$ cat src/gse_pkg.sv
// Package: shared types, constants and GCR encode functions of the sector encoder.
`timescale 1ns / 1ps

package gse_pkg;

   localparam logic [7:0]  SYNC_BYTE    = 8'hFF;
   localparam logic [7:0]  GAP_BYTE     = 8'h00;
   localparam logic [7:0]  HEADER_MARK  = 8'h08;
   localparam logic [7:0]  BLOCK_MARK   = 8'h07;
   localparam logic [7:0]  HEADER_PAD   = 8'h0F;
   localparam logic [7:0]  LAST_INDEX   = 8'hFF;
   localparam logic [7:0]  FIRST_INDEX  = 8'h00;
   localparam logic [1:0]  GROUP_PHASE  = 2'd2;
   localparam logic [39:0] ZERO_GROUP   = 40'h5294A5294A;

   localparam logic        REG_ID_FIRST  = 1'b0;
   localparam logic        REG_ID_SECOND = 1'b1;

   localparam logic [2:0]  HEAD_LAST_SEG  = 3'd5;
   localparam logic [2:0]  GROUP_LAST_SEG = 3'd0;
   localparam logic [2:0]  TAIL_LAST_SEG  = 3'd3;
   localparam logic [2:0]  LAST_SUB       = 3'd4;

   typedef enum logic [1:0] {
      JOB_HEAD  = 2'd0,
      JOB_GROUP = 2'd1,
      JOB_TAIL  = 2'd2
   } job_kind_type;

   typedef enum logic [1:0] {
      SEG_SYNC = 2'd0,
      SEG_GAP  = 2'd1,
      SEG_GRP  = 2'd2,
      SEG_ZERO = 2'd3
   } seg_kind_type;

   // head: {hsum, sector, track, id2, id1}; group: {b0,b1,b2,b3,pad}; tail: {d,csum,0,0,pad}
   typedef struct packed {
      job_kind_type kind;
      logic [39:0]  data;
   } job_type;

   function automatic logic [4:0] gcr_nibble(input logic [3:0] nib);
      logic [4:0] code;
      case (nib)
         4'h0: code = 5'h0a;
         4'h1: code = 5'h0b;
         4'h2: code = 5'h12;
         4'h3: code = 5'h13;
         4'h4: code = 5'h0e;
         4'h5: code = 5'h0f;
         4'h6: code = 5'h16;
         4'h7: code = 5'h17;
         4'h8: code = 5'h09;
         4'h9: code = 5'h19;
         4'ha: code = 5'h1a;
         4'hb: code = 5'h1b;
         4'hc: code = 5'h0d;
         4'hd: code = 5'h1d;
         4'he: code = 5'h1e;
         default: code = 5'h15;
      endcase
      return code;
   endfunction

   // four bytes, oldest in the high bits, to 40 GCR bits
   function automatic logic [39:0] gcr_group(input logic [31:0] word);
      logic [39:0] bits;
      bits = '0;
      for (int i = 0; i < 8; i++) begin
         bits[5*i +: 5] = gcr_nibble(word[4*i +: 4]);
      end
      return bits;
   endfunction

endpackage

$ cat src/gcr_sector_encoder.sv
// Top level of the GCR sector encoder: front end, job queue and byte sequencer.
`timescale 1ns / 1ps
//
// Usage: feed the 256 data bytes of a sector in order on the req_ channel,
// each with its track and sector number (sampled with the first byte only).
// The rsp_ channel returns the 370-byte GCR image one byte per transaction:
// the first byte of a sector yields 30 bytes (sync, header, gap, sync), every
// fourth byte from index 2 yields one 5-byte data group, and the last byte
// yields 20 bytes (final group, gap, trailer). rsp_run_last marks the last
// byte caused by a request; rsp_sector_done marks byte 370.
// The disk ID bytes are written over the APB-style port at offsets 0 and 4.
// The first response byte of a request passes through the job queue and the
// output register, behind any jobs already queued. The sequencer emits one
// byte per cycle while a job is queued and the receiver does not stall; the
// front end takes one request per cycle while the job queue has room.
// When the receiver stalls, the output register holds its byte and the job
// queue fills, after which req_stall rises. Reset clears the sector position,
// the checksum, the disk ID registers and the queue.
//
module gcr_sector_encoder #(
   parameter int QUEUE_DEPTH = 4
) (
   input  logic        clock,
   input  logic        reset,
   input  logic        req_valid,
   output logic        req_stall,
   input  logic [7:0]  req_track_number,
   input  logic [7:0]  req_sector_number,
   input  logic [7:0]  req_data_byte,
   output logic        rsp_valid,
   input  logic        rsp_stall,
   output logic [7:0]  rsp_gcr_byte,
   output logic        rsp_run_last,
   output logic        rsp_sector_done,
   input  logic        psel,
   input  logic        penable,
   input  logic        pwrite,
   input  logic [2:0]  paddr,
   input  logic [31:0] pwdata,
   output logic [31:0] prdata,
   output logic        pready
);

   logic             push;
   logic             pop;
   logic             queue_full;
   logic             queue_empty;
   gse_pkg::job_type push_job;
   gse_pkg::job_type head_job;

   gse_front u_front (
      .clock             (clock),
      .reset             (reset),
      .req_valid         (req_valid),
      .req_stall         (req_stall),
      .req_track_number  (req_track_number),
      .req_sector_number (req_sector_number),
      .req_data_byte     (req_data_byte),
      .psel              (psel),
      .penable           (penable),
      .pwrite            (pwrite),
      .paddr             (paddr),
      .pwdata            (pwdata),
      .prdata            (prdata),
      .pready            (pready),
      .queue_full        (queue_full),
      .push              (push),
      .push_job          (push_job)
   );

   gse_queue #(
      .DEPTH (QUEUE_DEPTH)
   ) u_queue (
      .clock    (clock),
      .reset    (reset),
      .push     (push),
      .push_job (push_job),
      .pop      (pop),
      .head_job (head_job),
      .empty    (queue_empty),
      .full     (queue_full)
   );

   gse_back u_back (
      .clock           (clock),
      .reset           (reset),
      .head_job        (head_job),
      .queue_empty     (queue_empty),
      .pop             (pop),
      .rsp_valid       (rsp_valid),
      .rsp_stall       (rsp_stall),
      .rsp_gcr_byte    (rsp_gcr_byte),
      .rsp_run_last    (rsp_run_last),
      .rsp_sector_done (rsp_sector_done)
   );

endmodule

$ cat src/gse_queue.sv
// Job queue between the classifying front end and the byte sequencer.
`timescale 1ns / 1ps

module gse_queue #(
   parameter int DEPTH = 4
) (
   input  logic             clock,
   input  logic             reset,
   input  logic             push,
   input  gse_pkg::job_type push_job,
   input  logic             pop,
   output gse_pkg::job_type head_job,
   output logic             empty,
   output logic             full
);

   localparam int PTR_W = (DEPTH > 1) ? $clog2(DEPTH) : 1;
   localparam int CNT_W = $clog2(DEPTH + 1);

   gse_pkg::job_type entry_ff [DEPTH];
   logic [PTR_W-1:0] wr_ptr_ff, wr_ptr_in;
   logic [PTR_W-1:0] rd_ptr_ff, rd_ptr_in;
   logic [CNT_W-1:0] count_ff, count_in;

   assign empty    = (count_ff == '0);
   assign full     = (count_ff == CNT_W'(DEPTH));
   assign head_job = entry_ff[rd_ptr_ff];

   always_comb begin
      wr_ptr_in = wr_ptr_ff;
      rd_ptr_in = rd_ptr_ff;
      count_in  = count_ff;
      if (push) begin
         wr_ptr_in = (wr_ptr_ff == PTR_W'(DEPTH - 1)) ? '0 : wr_ptr_ff + 1'b1;
      end
      if (pop) begin
         rd_ptr_in = (rd_ptr_ff == PTR_W'(DEPTH - 1)) ? '0 : rd_ptr_ff + 1'b1;
      end
      if (push && !pop) begin
         count_in = count_ff + 1'b1;
      end else if (pop && !push) begin
         count_in = count_ff - 1'b1;
      end
   end

   always_ff @(posedge clock) begin
      if (reset) begin
         wr_ptr_ff <= '0;
         rd_ptr_ff <= '0;
         count_ff  <= '0;
      end else begin
         wr_ptr_ff <= wr_ptr_in;
         rd_ptr_ff <= rd_ptr_in;
         count_ff  <= count_in;
      end
   end

   always_ff @(posedge clock) begin
      if (push) begin
         entry_ff[wr_ptr_ff] <= push_job;
      end
   end

   a_count_bound: assert property (@(posedge clock) disable iff (reset)
      count_ff <= CNT_W'(DEPTH))
      else $error("queue count beyond depth");

   a_no_overflow: assert property (@(posedge clock) disable iff (reset)
      !(push && full))
      else $error("push into full queue");

   a_no_underflow: assert property (@(posedge clock) disable iff (reset)
      !(pop && empty))
      else $error("pop from empty queue");

endmodule

$ cat src/gse_front.sv
// Front end: register port, sector position tracking, grouping and job classification.
`timescale 1ns / 1ps

module gse_front (
   input  logic             clock,
   input  logic             reset,
   input  logic             req_valid,
   output logic             req_stall,
   input  logic [7:0]       req_track_number,
   input  logic [7:0]       req_sector_number,
   input  logic [7:0]       req_data_byte,
   input  logic             psel,
   input  logic             penable,
   input  logic             pwrite,
   input  logic [2:0]       paddr,
   input  logic [31:0]      pwdata,
   output logic [31:0]      prdata,
   output logic             pready,
   input  logic             queue_full,
   output logic             push,
   output gse_pkg::job_type push_job
);

   logic [7:0]  id_first_ff, id_first_in;
   logic [7:0]  id_second_ff, id_second_in;
   logic [7:0]  byte_index_ff, byte_index_in;
   logic [23:0] group_hold_ff, group_hold_in;
   logic [7:0]  checksum_ff, checksum_in;

   logic        take;
   logic        first;
   logic [7:0]  csum_new;
   logic [23:0] hold_base;
   logic [7:0]  hsum;
   logic        csr_write;

   assign pready    = 1'b1;
   assign req_stall = queue_full;
   assign take      = req_valid && !queue_full;
   assign csr_write = psel && penable && pwrite;

   assign prdata = (paddr[2] == gse_pkg::REG_ID_SECOND) ? {24'd0, id_second_ff}
                                                         : {24'd0, id_first_ff};

   always_comb begin
      id_first_in  = id_first_ff;
      id_second_in = id_second_ff;
      if (csr_write) begin
         case (paddr[2])
            gse_pkg::REG_ID_FIRST:  id_first_in  = pwdata[7:0];
            gse_pkg::REG_ID_SECOND: id_second_in = pwdata[7:0];
            default: ;
         endcase
      end
   end

   always_comb begin
      first     = (byte_index_ff == gse_pkg::FIRST_INDEX);
      csum_new  = (first ? 8'd0 : checksum_ff) ^ req_data_byte;
      hold_base = first ? {16'd0, gse_pkg::BLOCK_MARK} : group_hold_ff;
      hsum      = req_sector_number ^ req_track_number ^ id_first_ff ^ id_second_ff;

      byte_index_in = byte_index_ff;
      group_hold_in = group_hold_ff;
      checksum_in   = checksum_ff;
      push          = 1'b0;
      push_job.kind = gse_pkg::JOB_GROUP;
      push_job.data = '0;

      if (take) begin
         byte_index_in = byte_index_ff + 8'd1;
         checksum_in   = csum_new;
         if (first) begin
            push          = 1'b1;
            push_job.kind = gse_pkg::JOB_HEAD;
            push_job.data = {hsum, req_sector_number, req_track_number,
                             id_second_ff, id_first_ff};
         end
         if (byte_index_ff == gse_pkg::LAST_INDEX) begin
            push          = 1'b1;
            push_job.kind = gse_pkg::JOB_TAIL;
            push_job.data = {req_data_byte, csum_new, 24'd0};
            group_hold_in = '0;
         end else if (byte_index_ff[1:0] == gse_pkg::GROUP_PHASE) begin
            push          = 1'b1;
            push_job.kind = gse_pkg::JOB_GROUP;
            push_job.data = {hold_base, req_data_byte, 8'd0};
            group_hold_in = '0;
         end else begin
            group_hold_in = {hold_base[15:0], req_data_byte};
         end
      end
   end

   always_ff @(posedge clock) begin
      if (reset) begin
         id_first_ff   <= '0;
         id_second_ff  <= '0;
         byte_index_ff <= '0;
         group_hold_ff <= '0;
         checksum_ff   <= '0;
      end else begin
         id_first_ff   <= id_first_in;
         id_second_ff  <= id_second_in;
         byte_index_ff <= byte_index_in;
         group_hold_ff <= group_hold_in;
         checksum_ff   <= checksum_in;
      end
   end

endmodule

$ cat src/gse_back.sv
// Back end: walks each job's segments and emits one GCR byte per cycle while a job is queued and rsp_stall is low.
`timescale 1ns / 1ps

module gse_back (
   input  logic             clock,
   input  logic             reset,
   input  gse_pkg::job_type head_job,
   input  logic             queue_empty,
   output logic             pop,
   output logic             rsp_valid,
   input  logic             rsp_stall,
   output logic [7:0]       rsp_gcr_byte,
   output logic             rsp_run_last,
   output logic             rsp_sector_done
);

   logic [2:0] seg_ff, seg_in;
   logic [2:0] sub_ff, sub_in;
   logic       valid_ff, valid_in;
   logic [7:0] byte_ff, byte_in;
   logic       last_ff, last_in;
   logic       done_ff, done_in;

   logic                  advance;
   logic                  produce;
   gse_pkg::seg_kind_type seg_kind;
   logic [31:0]           grp_word;
   logic [2:0]            last_seg;
   logic [39:0]           bits;
   logic                  job_end;

   assign rsp_valid       = valid_ff;
   assign rsp_gcr_byte    = byte_ff;
   assign rsp_run_last    = last_ff;
   assign rsp_sector_done = done_ff;

   assign advance = !valid_ff || !rsp_stall;
   assign produce = advance && !queue_empty;

   always_comb begin
      seg_kind = gse_pkg::SEG_GRP;
      grp_word = head_job.data[39:8];
      last_seg = gse_pkg::GROUP_LAST_SEG;
      case (head_job.kind)
         gse_pkg::JOB_HEAD: begin
            last_seg = gse_pkg::HEAD_LAST_SEG;
            case (seg_ff)
               3'd0, 3'd5: seg_kind = gse_pkg::SEG_SYNC;
               3'd1: grp_word = {gse_pkg::HEADER_MARK, head_job.data[39:16]};
               3'd2: grp_word = {head_job.data[15:0], gse_pkg::HEADER_PAD,
                                 gse_pkg::HEADER_PAD};
               default: seg_kind = gse_pkg::SEG_ZERO;
            endcase
         end
         gse_pkg::JOB_TAIL: begin
            last_seg = gse_pkg::TAIL_LAST_SEG;
            case (seg_ff)
               3'd0: seg_kind = gse_pkg::SEG_GRP;
               3'd3: seg_kind = gse_pkg::SEG_GAP;
               default: seg_kind = gse_pkg::SEG_ZERO;
            endcase
         end
         default: ;
      endcase
   end

   always_comb begin
      case (seg_kind)
         gse_pkg::SEG_ZERO: bits = gse_pkg::ZERO_GROUP;
         gse_pkg::SEG_GRP:  bits = gse_pkg::gcr_group(grp_word);
         default:           bits = '0;
      endcase

      case (seg_kind)
         gse_pkg::SEG_SYNC: byte_in = gse_pkg::SYNC_BYTE;
         gse_pkg::SEG_GAP:  byte_in = gse_pkg::GAP_BYTE;
         default: begin
            case (sub_ff)
               3'd0:    byte_in = bits[39:32];
               3'd1:    byte_in = bits[31:24];
               3'd2:    byte_in = bits[23:16];
               3'd3:    byte_in = bits[15:8];
               default: byte_in = bits[7:0];
            endcase
         end
      endcase
   end

   always_comb begin
      job_end = (sub_ff == gse_pkg::LAST_SUB) && (seg_ff == last_seg);
      pop     = produce && job_end;
      seg_in  = seg_ff;
      sub_in  = sub_ff;
      if (produce) begin
         if (job_end) begin
            seg_in = '0;
            sub_in = '0;
         end else if (sub_ff == gse_pkg::LAST_SUB) begin
            seg_in = seg_ff + 3'd1;
            sub_in = '0;
         end else begin
            sub_in = sub_ff + 3'd1;
         end
      end
      valid_in = advance ? produce : valid_ff;
      last_in  = job_end;
      done_in  = job_end && (head_job.kind == gse_pkg::JOB_TAIL);
   end

   always_ff @(posedge clock) begin
      if (reset) begin
         seg_ff   <= '0;
         sub_ff   <= '0;
         valid_ff <= 1'b0;
      end else begin
         seg_ff   <= seg_in;
         sub_ff   <= sub_in;
         valid_ff <= valid_in;
      end
   end

   always_ff @(posedge clock) begin
      if (produce) begin
         byte_ff <= byte_in;
         last_ff <= last_in;
         done_ff <= done_in;
      end
   end

   a_done_is_last: assert property (@(posedge clock) disable iff (reset)
      valid_ff && done_ff |-> last_ff)
      else $error("sector end without transaction end");

   a_sub_range: assert property (@(posedge clock) disable iff (reset)
      sub_ff <= gse_pkg::LAST_SUB && seg_ff <= gse_pkg::HEAD_LAST_SEG)
      else $error("segment position out of range");

   a_idle_at_start: assert property (@(posedge clock) disable iff (reset)
      queue_empty |-> (seg_ff == 3'd0 && sub_ff == 3'd0))
      else $error("sequencer mid-job with no job queued");

endmodule

$ cat config.mk
export PLATFORM = sky130hd
export DESIGN_NAME = gcr_sector_encoder
export DESIGN_NICKNAME = d
export VERILOG_FILES = /design/src/gse_pkg.sv /design/src/gcr_sector_encoder.sv /design/src/gse_queue.sv /design/src/gse_front.sv /design/src/gse_back.sv
export SDC_FILE = /design/constraint.sdc
export NUM_CORES = 1
export LEC_CHECK = 0
export BUFFER_PORTS_ARGS = -buffer_cell sky130_fd_sc_hd__buf_2
export CAP_MARGIN = 25
export CORE_ASPECT_RATIO = 0.6
export CORE_MARGIN = 2
export CORE_UTILIZATION = 60
export DETAILED_ROUTE_END_ITERATION = 6
export GPL_TIMING_DRIVEN = 0
export PLACE_DENSITY = 0.8
export SYNTH_ARGS = -nofsm -noshare
export SYNTH_HDL_FRONTEND = slang
export SYNTH_SLANG_ARGS = --single-unit
$ cat constraint.sdc
create_clock -name clock -period 4.41 [get_ports clock]
set_input_delay 0.2205 -clock clock [delete_from_list [all_inputs] [get_ports clock]]
set_output_delay 0.2205 -clock clock [all_outputs]
set_load 0.02 [all_outputs]
=== Word level (Yosys, flattened, before mapping) ===
Memory sizes are Yosys's and may differ from the RTL's. A register that Yosys moved wholly into a read port is not among the register bits.
Index checks and enable logic that the tools add are counted.

* Bits in registers: 80
* Memory bits (read-only): 640
* Logic and storage cells: 116
* Input bits: 66
* Memory bits (writable): 168
* Memories: 9
* Output and inout bits: 45

{| class="wikitable"
|+ Memory list
! name !! depth !! width !! read ports !! clocked after Yosys merged registers in !! write ports !! RTL line !! source
|-
| u_queue.entry_ff || 4 || 42 || 1 || 1 || 1 || gse_queue.sv:20 || <nowiki>gse_pkg::job_type entry_ff [DEPTH];</nowiki>
|-
| (name not given) || 16 || 5 || 1 || 0 || 0 || gse_pkg.sv:45 || <nowiki>case (nib)</nowiki>
|-
| (name not given) || 16 || 5 || 1 || 0 || 0 || gse_pkg.sv:45 ||
|-
| (name not given) || 16 || 5 || 1 || 0 || 0 || gse_pkg.sv:45 ||
|-
| (name not given) || 16 || 5 || 1 || 0 || 0 || gse_pkg.sv:45 ||
|-
| (name not given) || 16 || 5 || 1 || 0 || 0 || gse_pkg.sv:45 ||
|-
| +3 memories || n/a || n/a || n/a || n/a || n/a || n/a ||
|}

* Eq/ne operators: 18
* Add/sub/neg operators: 7
* Muxes and demuxes: 34
* Reductions and logical operators: 29
* Bitwise gates (word level): 5

{| class="wikitable"
|+ Operator list
! kind !! number
|-
| $mux W42 || 2
|-
| $mux W41 || 2
|-
| $pmux W40 S2 || 1
|-
| $mux W24 || 3
|-
| $pmux W32 S2 || 1
|-
| $mux W32 || 1
|-
| $pmux W8 S4 || 1
|-
| $xor A8 B8 Y8 || 4
|-
| $mux W3 || 6
|-
| $mux W8 || 2
|-
| $pmux W8 S2 || 1
|-
| $eq A2 B2 Y1 const B || 6
|-
| $eq A3 B2 Y1 const B || 4
|-
| $pmux W2 S2 || 3
|-
| $add A3 B1 Y3 const B || 3
|-
| $eq A3 B3 Y1 const B || 3
|-
| $logic_and A1 B1 Y1 || 9
|-
| $logic_not A3 Y1 || 3
|-
| $add A8 B1 Y8 const B || 1
|-
| $eq A8 B8 Y1 const B || 1
|-
| $logic_not A8 Y1 || 1
|-
| $mux W2 || 4
|-
| $eq A3 B1 Y1 const B || 2
|-
| $logic_not A1 Y1 || 6
|-
| 12 further kinds || 23
|}

=== Longest topological paths before layout ===
* Depth after elaboration: 9
* Depth in mapped cells: 14
* Mapped depth without buffers: 12

=== By module ===
A second synthesis with hierarchy kept.

* Cells, all modules: 1,079
* Area, all modules: 12,578.3 um^2

{| class="wikitable"
|+ By module, submodules not included
! module !! cells each !! instances !! area each (um^2)
|-
| gse_queue || 264 || 1 || 6,553.8
|-
| gse_front || 487 || 1 || 3,621.0
|-
| gse_back || 328 || 1 || 2,403.6
|}

=== Worst setup path after synthesis ===
OpenSTA, ideal clock, no wires.

* Path type: flip-flop to flip-flop
* Start: reg u_front.byte_index_ff[0]
* End: mem u_queue.entry_ff[3][0] in the netlist's numbering (enable)
* Clock period less this slack: 3.090 ns
* Required time: 4.007 ns
* Path slack: 1.320 ns
* Stages on the path, launching flop included: 9
* Arrival time: 2.686 ns
* Buffers on the path: 1
* Path through: dfxtp_1 -> inv_1 -> ha_1 -> nor4b_1 -> and2_1 -> clkbuf_1 -> nor2_1 -> a21oi_1 -> and2_1

* Word-level cells in the longest chain between the ends: 7
* Elaborated cells between the ends (all ways): 9

{| class="wikitable"
|+ Ends and longest elaborated chain
! element !! RTL line !! source
|-
| start, declared || gse_front.sv:26 || <nowiki>logic [7:0] byte_index_ff, byte_index_in;</nowiki>
|-
| start signal, assigned || gse_front.sv:105 || <nowiki>byte_index_ff <= byte_index_in;</nowiki>
|-
| $logic_not A8 Y1 || gse_front.sv:58 || <nowiki>first = (byte_index_ff == gse_pkg::FIRST_INDEX);</nowiki>
|-
| $mux W1 || gse_front.sv:73 || <nowiki>if (first) begin</nowiki>
|-
| $mux W1 || gse_front.sv:84 || <nowiki>end else if (byte_index_ff[1:0] == gse_pkg::GROUP_PHASE) begin</nowiki>
|-
| $mux W1 * || gse_front.sv:79 || <nowiki>if (byte_index_ff == gse_pkg::LAST_INDEX) begin</nowiki>
|-
| $mux W1 * || gse_front.sv:70 || <nowiki>if (take) begin</nowiki>
|-
| named net push || gcr_sector_encoder.sv:44 || <nowiki>logic push;</nowiki>
|-
| $mux W1 * || gse_queue.sv:59 || <nowiki>if (push) begin</nowiki>
|-
| $mux W1 (implied by the code) * || gse_queue.sv:60 || <nowiki>entry_ff[wr_ptr_ff] <= push_job;</nowiki>
|-
| end, declared || gse_queue.sv:20 ||
|}

The timed path passes the listed nets; every way through them passes the cells marked *.

=== Final worst setup path ===
* Start: reg u_front.byte_index_ff[0]
* End: reg u_queue.count_ff[2]

* Word-level cells in the longest chain between the ends: 8
* Elaborated cells between the ends (all ways): 12

{| class="wikitable"
|+ Ends and longest elaborated chain
! element !! RTL line !! source
|-
| $logic_not A8 Y1 || gse_front.sv:58 ||
|-
| $mux W1 || gse_front.sv:73 ||
|-
| $mux W1 || gse_front.sv:84 ||
|-
| $mux W1 * || gse_front.sv:79 ||
|-
| $mux W1 * || gse_front.sv:70 ||
|-
| named net push || gcr_sector_encoder.sv:44 ||
|-
| $logic_not A1 Y1 || gse_queue.sv:41 || <nowiki>end else if (pop && !push) begin</nowiki>
|-
| $logic_and A1 B1 Y1 || gse_queue.sv:41 ||
|-
| $reduce_bool A2 Y1 (no line) || n/a ||
|-
| end signal, assigned || gse_queue.sv:54 || <nowiki>count_ff <= count_in;</nowiki>
|-
| end, declared || gse_queue.sv:23 || <nowiki>logic [CNT_W-1:0] count_ff, count_in;</nowiki>
|}

Marks and branches as above.
A chain may end at the register's enable or synchronous reset.

==> results.cfg <==
[synth]
ys_dominant_reg_cell = edfxtp_1
netlist_area_um2 = 11930
yosys_warnings = 0
synth_cell_type_count = 70
yosysTopAreaCell = edfxtp_1
synth_top_cells_by_count = edfxtp_1, nor2_1, nand2_1
synth_most_common_cell = edfxtp_1
synthTopCellsByArea = edfxtp_1, dfxtp_1, mux4_2, nor2_1, a22oi_1
post-synth-top-area-fraction_pct = 44.79
synthesis.area_per_instance_um2 = 12.07
netlist_instances = 989
number_of_flops_mapped_to_enable_cells_by_yosys = 178
postSynthRegisterBits = 250
seq_area_frac_synth_pct = 56.87
synthArstFlopShare_pct = 0

[power_and_ir_drop]
cellPowerDensity_nw_per_um2 = 534.2
power_mw = 7.251
power_leakage_nw = 4.768
vdd_drop_max_uv = 350.4

[floorplan]
die-height_um = 113.2
initial_standard_cell_utilization_of_the_core_pct = 61.91
floorplan.rows = 39
core_um2 = 19270
die_width_um = 186.1
design.die.area_um2 = 21070
ioPinCount = 111

[clock_tree]
cts-resized-gates = 0
postCtsSetupRepairBufs = 0
cts_inserted_buffers = 23
htree_num_levels = 1
cts_tree = done
clock-root-buffer = clkbuf_16
insertion_delay_ns = 0.52
cts_max_path_buffers = 3
cts.sinks = 250
clkSlewWorstSetupHoldPaths_ns = 0.07

[timing]
maxSlewHeadroom_pct = 25.98
final.setup_skew_ns = 0.01562
final-setup-viol-count = 0
tns_ns = 0
finalMaxSlewViolations = 0
period_minus_slack_ns = 3.749
final_hold_viols = 0
actual_transition_at_the_worst_max_transition_pin_ns = 1.108
max_clock_freq_mhz = 266.7
setup_repair_after_global_routing_missed_its_margin = false
timing.final.crit_share_pct = 85.01

[setup_path]
ff2ff_path_depth = 13
critical_path.max_fanout = 9
cp.arrival_ns = 4.19
timing.critical_path.buf_inv = 3
critical_path.endpoint_type = flop
slowest_stage_delay_cp_ns = 0.86
timing.critical_path.slowest_stage_cell = a21oi_1
cp.depth = 13
startpoint_kind_of_the_worst_setup_timing_path = flop
cp_cell_sequence = inv_1, ha_1, nor4b_1, and2_1, clkbuf_1, nor2_1, a21oi_1, ha_1, inv_1, fa_1, xor2_1, or3_1, a21oi_1
worstPathRequired_ns = 4.85
cpLargestDelayFamily = compound AO/OA/AOI/OAI gates
critical_path_class = flop to flop

[worst_hold_path]
timing.hold.worst.class = input pin to flop
worstHoldPathCells = 3

[final_layout]
filler_cell_count = 1344
numnets_final = 1194
final_layout_size_suffix_gt1_share_pct = 17.51
insertedDiodeCount = 0
fin_area_um2 = 13570
area_added_between_synthesis_and_finish_pct = 13.76
layout.core_utilization_pct = 70.43

[grt]
antenna_found_initial = 0
global_route_congestion_overflow_total = 0
track_usage_pct = 30.76
grt_pass1_vias = 8353
largest_net_degree_at_the_start_of_global_routing = 37
grt_first_pass_wirelength_um = 48330

[drt]
drc_errors = 0
routed-via-count = 8891
wl_per_cell_um = 22.57
routed_wl_um = 31390
detailedRoute.firstIterationViolations = 1321
vias_per_cell = 6.392
ant_nets = 0
detail_route.first_pass.iterations = 7

[place]
detailed_place.area_um2 = 12730
place.gp.congestion = 0.9788
numPortBuffers = 58
detailed_place_hpwl_um = 22360

[run_status]
outcome = finished clean

[job]
maxCapViolations = 0
==> layout by cell type (no fill, tap or decap), drive strengths merged, types with 9 or more instances in the layout <==
| cell type | count |
|---|---|
| a22oi | 46 |
| nand2 | 86 |
| o22ai | 9 |
| a211oi | 9 |
| inv | 20 |
| o21ai | 47 |
| nor2 | 99 |
| xnor2 | 18 |
| clkbuf | 78 |
| nand3 | 10 |
| a221oi | 21 |
| xor2 | 23 |
| buf | 101 |
| nor3 | 21 |
| mux4 | 40 |
| mux2 | 9 |
| ha | 19 |
| and2 | 14 |
| conb | 25 |
| edfxtp | 178 |
| dfxtp | 72 |
| dlygate4sd3 | 9 |
| a21oi | 56 |
==> worst reg2reg max path, stage by stage, from the launching register on <==
cell,delay [ns]
dfxtp_1,0.36
inv_1,0.10
ha_1,0.15
nor4b_1,0.30
and2_1,0.18
clkbuf_1,0.29
nor2_1,0.07
a21oi_1,0.86
ha_1,0.33
inv_1,0.06
fa_1,0.37
xor2_1,0.18
or3_1,0.30
a21oi_1,0.13
==> per-stage QoR <==
| stage | hold WS, ns | instances | setup slack, ns |
|---|---|---|---|
| 2_1_floorplan | 0.3565 | 1012 | 1.320 |
| 3_3_place_gp | 0.4502 | 1336 | 0.02226 |
| 3_5_place_dp | 0.4640 | 1340 | 0.6785 |
| 4_1_cts | 0.01762 | 1391 | 0.6448 |
| 5_1_grt | 0.04874 | 1391 | 0.3727 |
| 6_report | 0.03386 | 1391 | 0.6610 |
==> state kept, by name, indices dropped and copies added (netlist names), 8 cells and up, named ones only <==
name / flops
u_front.checksum_ff: 8
u_front.group_hold_ff: 24
u_front.id_second_ff: 8
u_queue.entry_ff: 168
u_front.byte_index_ff: 8
u_front.id_first_ff: 8
u_back.rsp_gcr_byte: 8
==> cell type report <==
class	instances	area, um2	area share (%)
inverter	17	63.81	0.4701
buffer	88	460.4	3.392
clock buffer	29	598.1	4.406
timing repair buffer	71	460.4	3.392
multi-input combinational	657	4713	34.72
sequential	250	6787	50.00
clock inverter	13	158.9	1.171
tap	266	332.8	2.452
==> where the power goes <==
group	internal [mW]	total, mW	switching, mW
registers	2.98	3.12	0.136
clock network	1.15	2.03	0.879
logic	0.719	2.10	1.38
==> logic make-up (layout without fill, tap and decap cells) <==
family / after synthesis / count (layout) / synth area share [%]
and+or+nand+nor: 275 / 275 / 10.75
DFF: 250 / 250 / 56.87
AOI/OAI and AO/OA: 239 / 239 / 13.68
buffers and inverters: 105 / 218 / 4.393
muxes: 57 / 57 / 9.070
xor gates and xnor gates: 41 / 41 / 3.009
adders and majority gates: 20 / 20 / 2.160
other: 2 / 25 / 0.06294
==> worst paths after layout <==
kind | from | to | slack, ns
worst max register to register | u_front.byte_index_ff[0] | u_queue.count_ff[2] | 0.66
worst min register to register | u_front.group_hold_ff[8] | u_front.group_hold_ff[8] | 0.48
worst max-delay path | u_front.byte_index_ff[0] | u_queue.count_ff[2] | 0.66
worst min-delay path | req_data_byte[5] | u_front.group_hold_ff[5] | 0.03
==> layer usage <==
layer | track usage [%] | vias up | part of all wire, %
li1 | - | 3926 | -
met1 | 46.74 | 4277 | 42
met2 | 45.28 | 620 | 43
met3 | 7.113 | 68 | 12
met4 | 7.192 | 0 | 2.3
met5 | 0 | - | 0
==> timing repair <==
| item | 4_1_cts | 5_1_grt |
|---|---|---|
| hold buffers | 9 | 0 |
| endpoints found under the setup margin | 0 | 0 |
| hold endpoints to repair | 17 | 0 |
No activity file was read; power rests on OpenSTA's default activity.
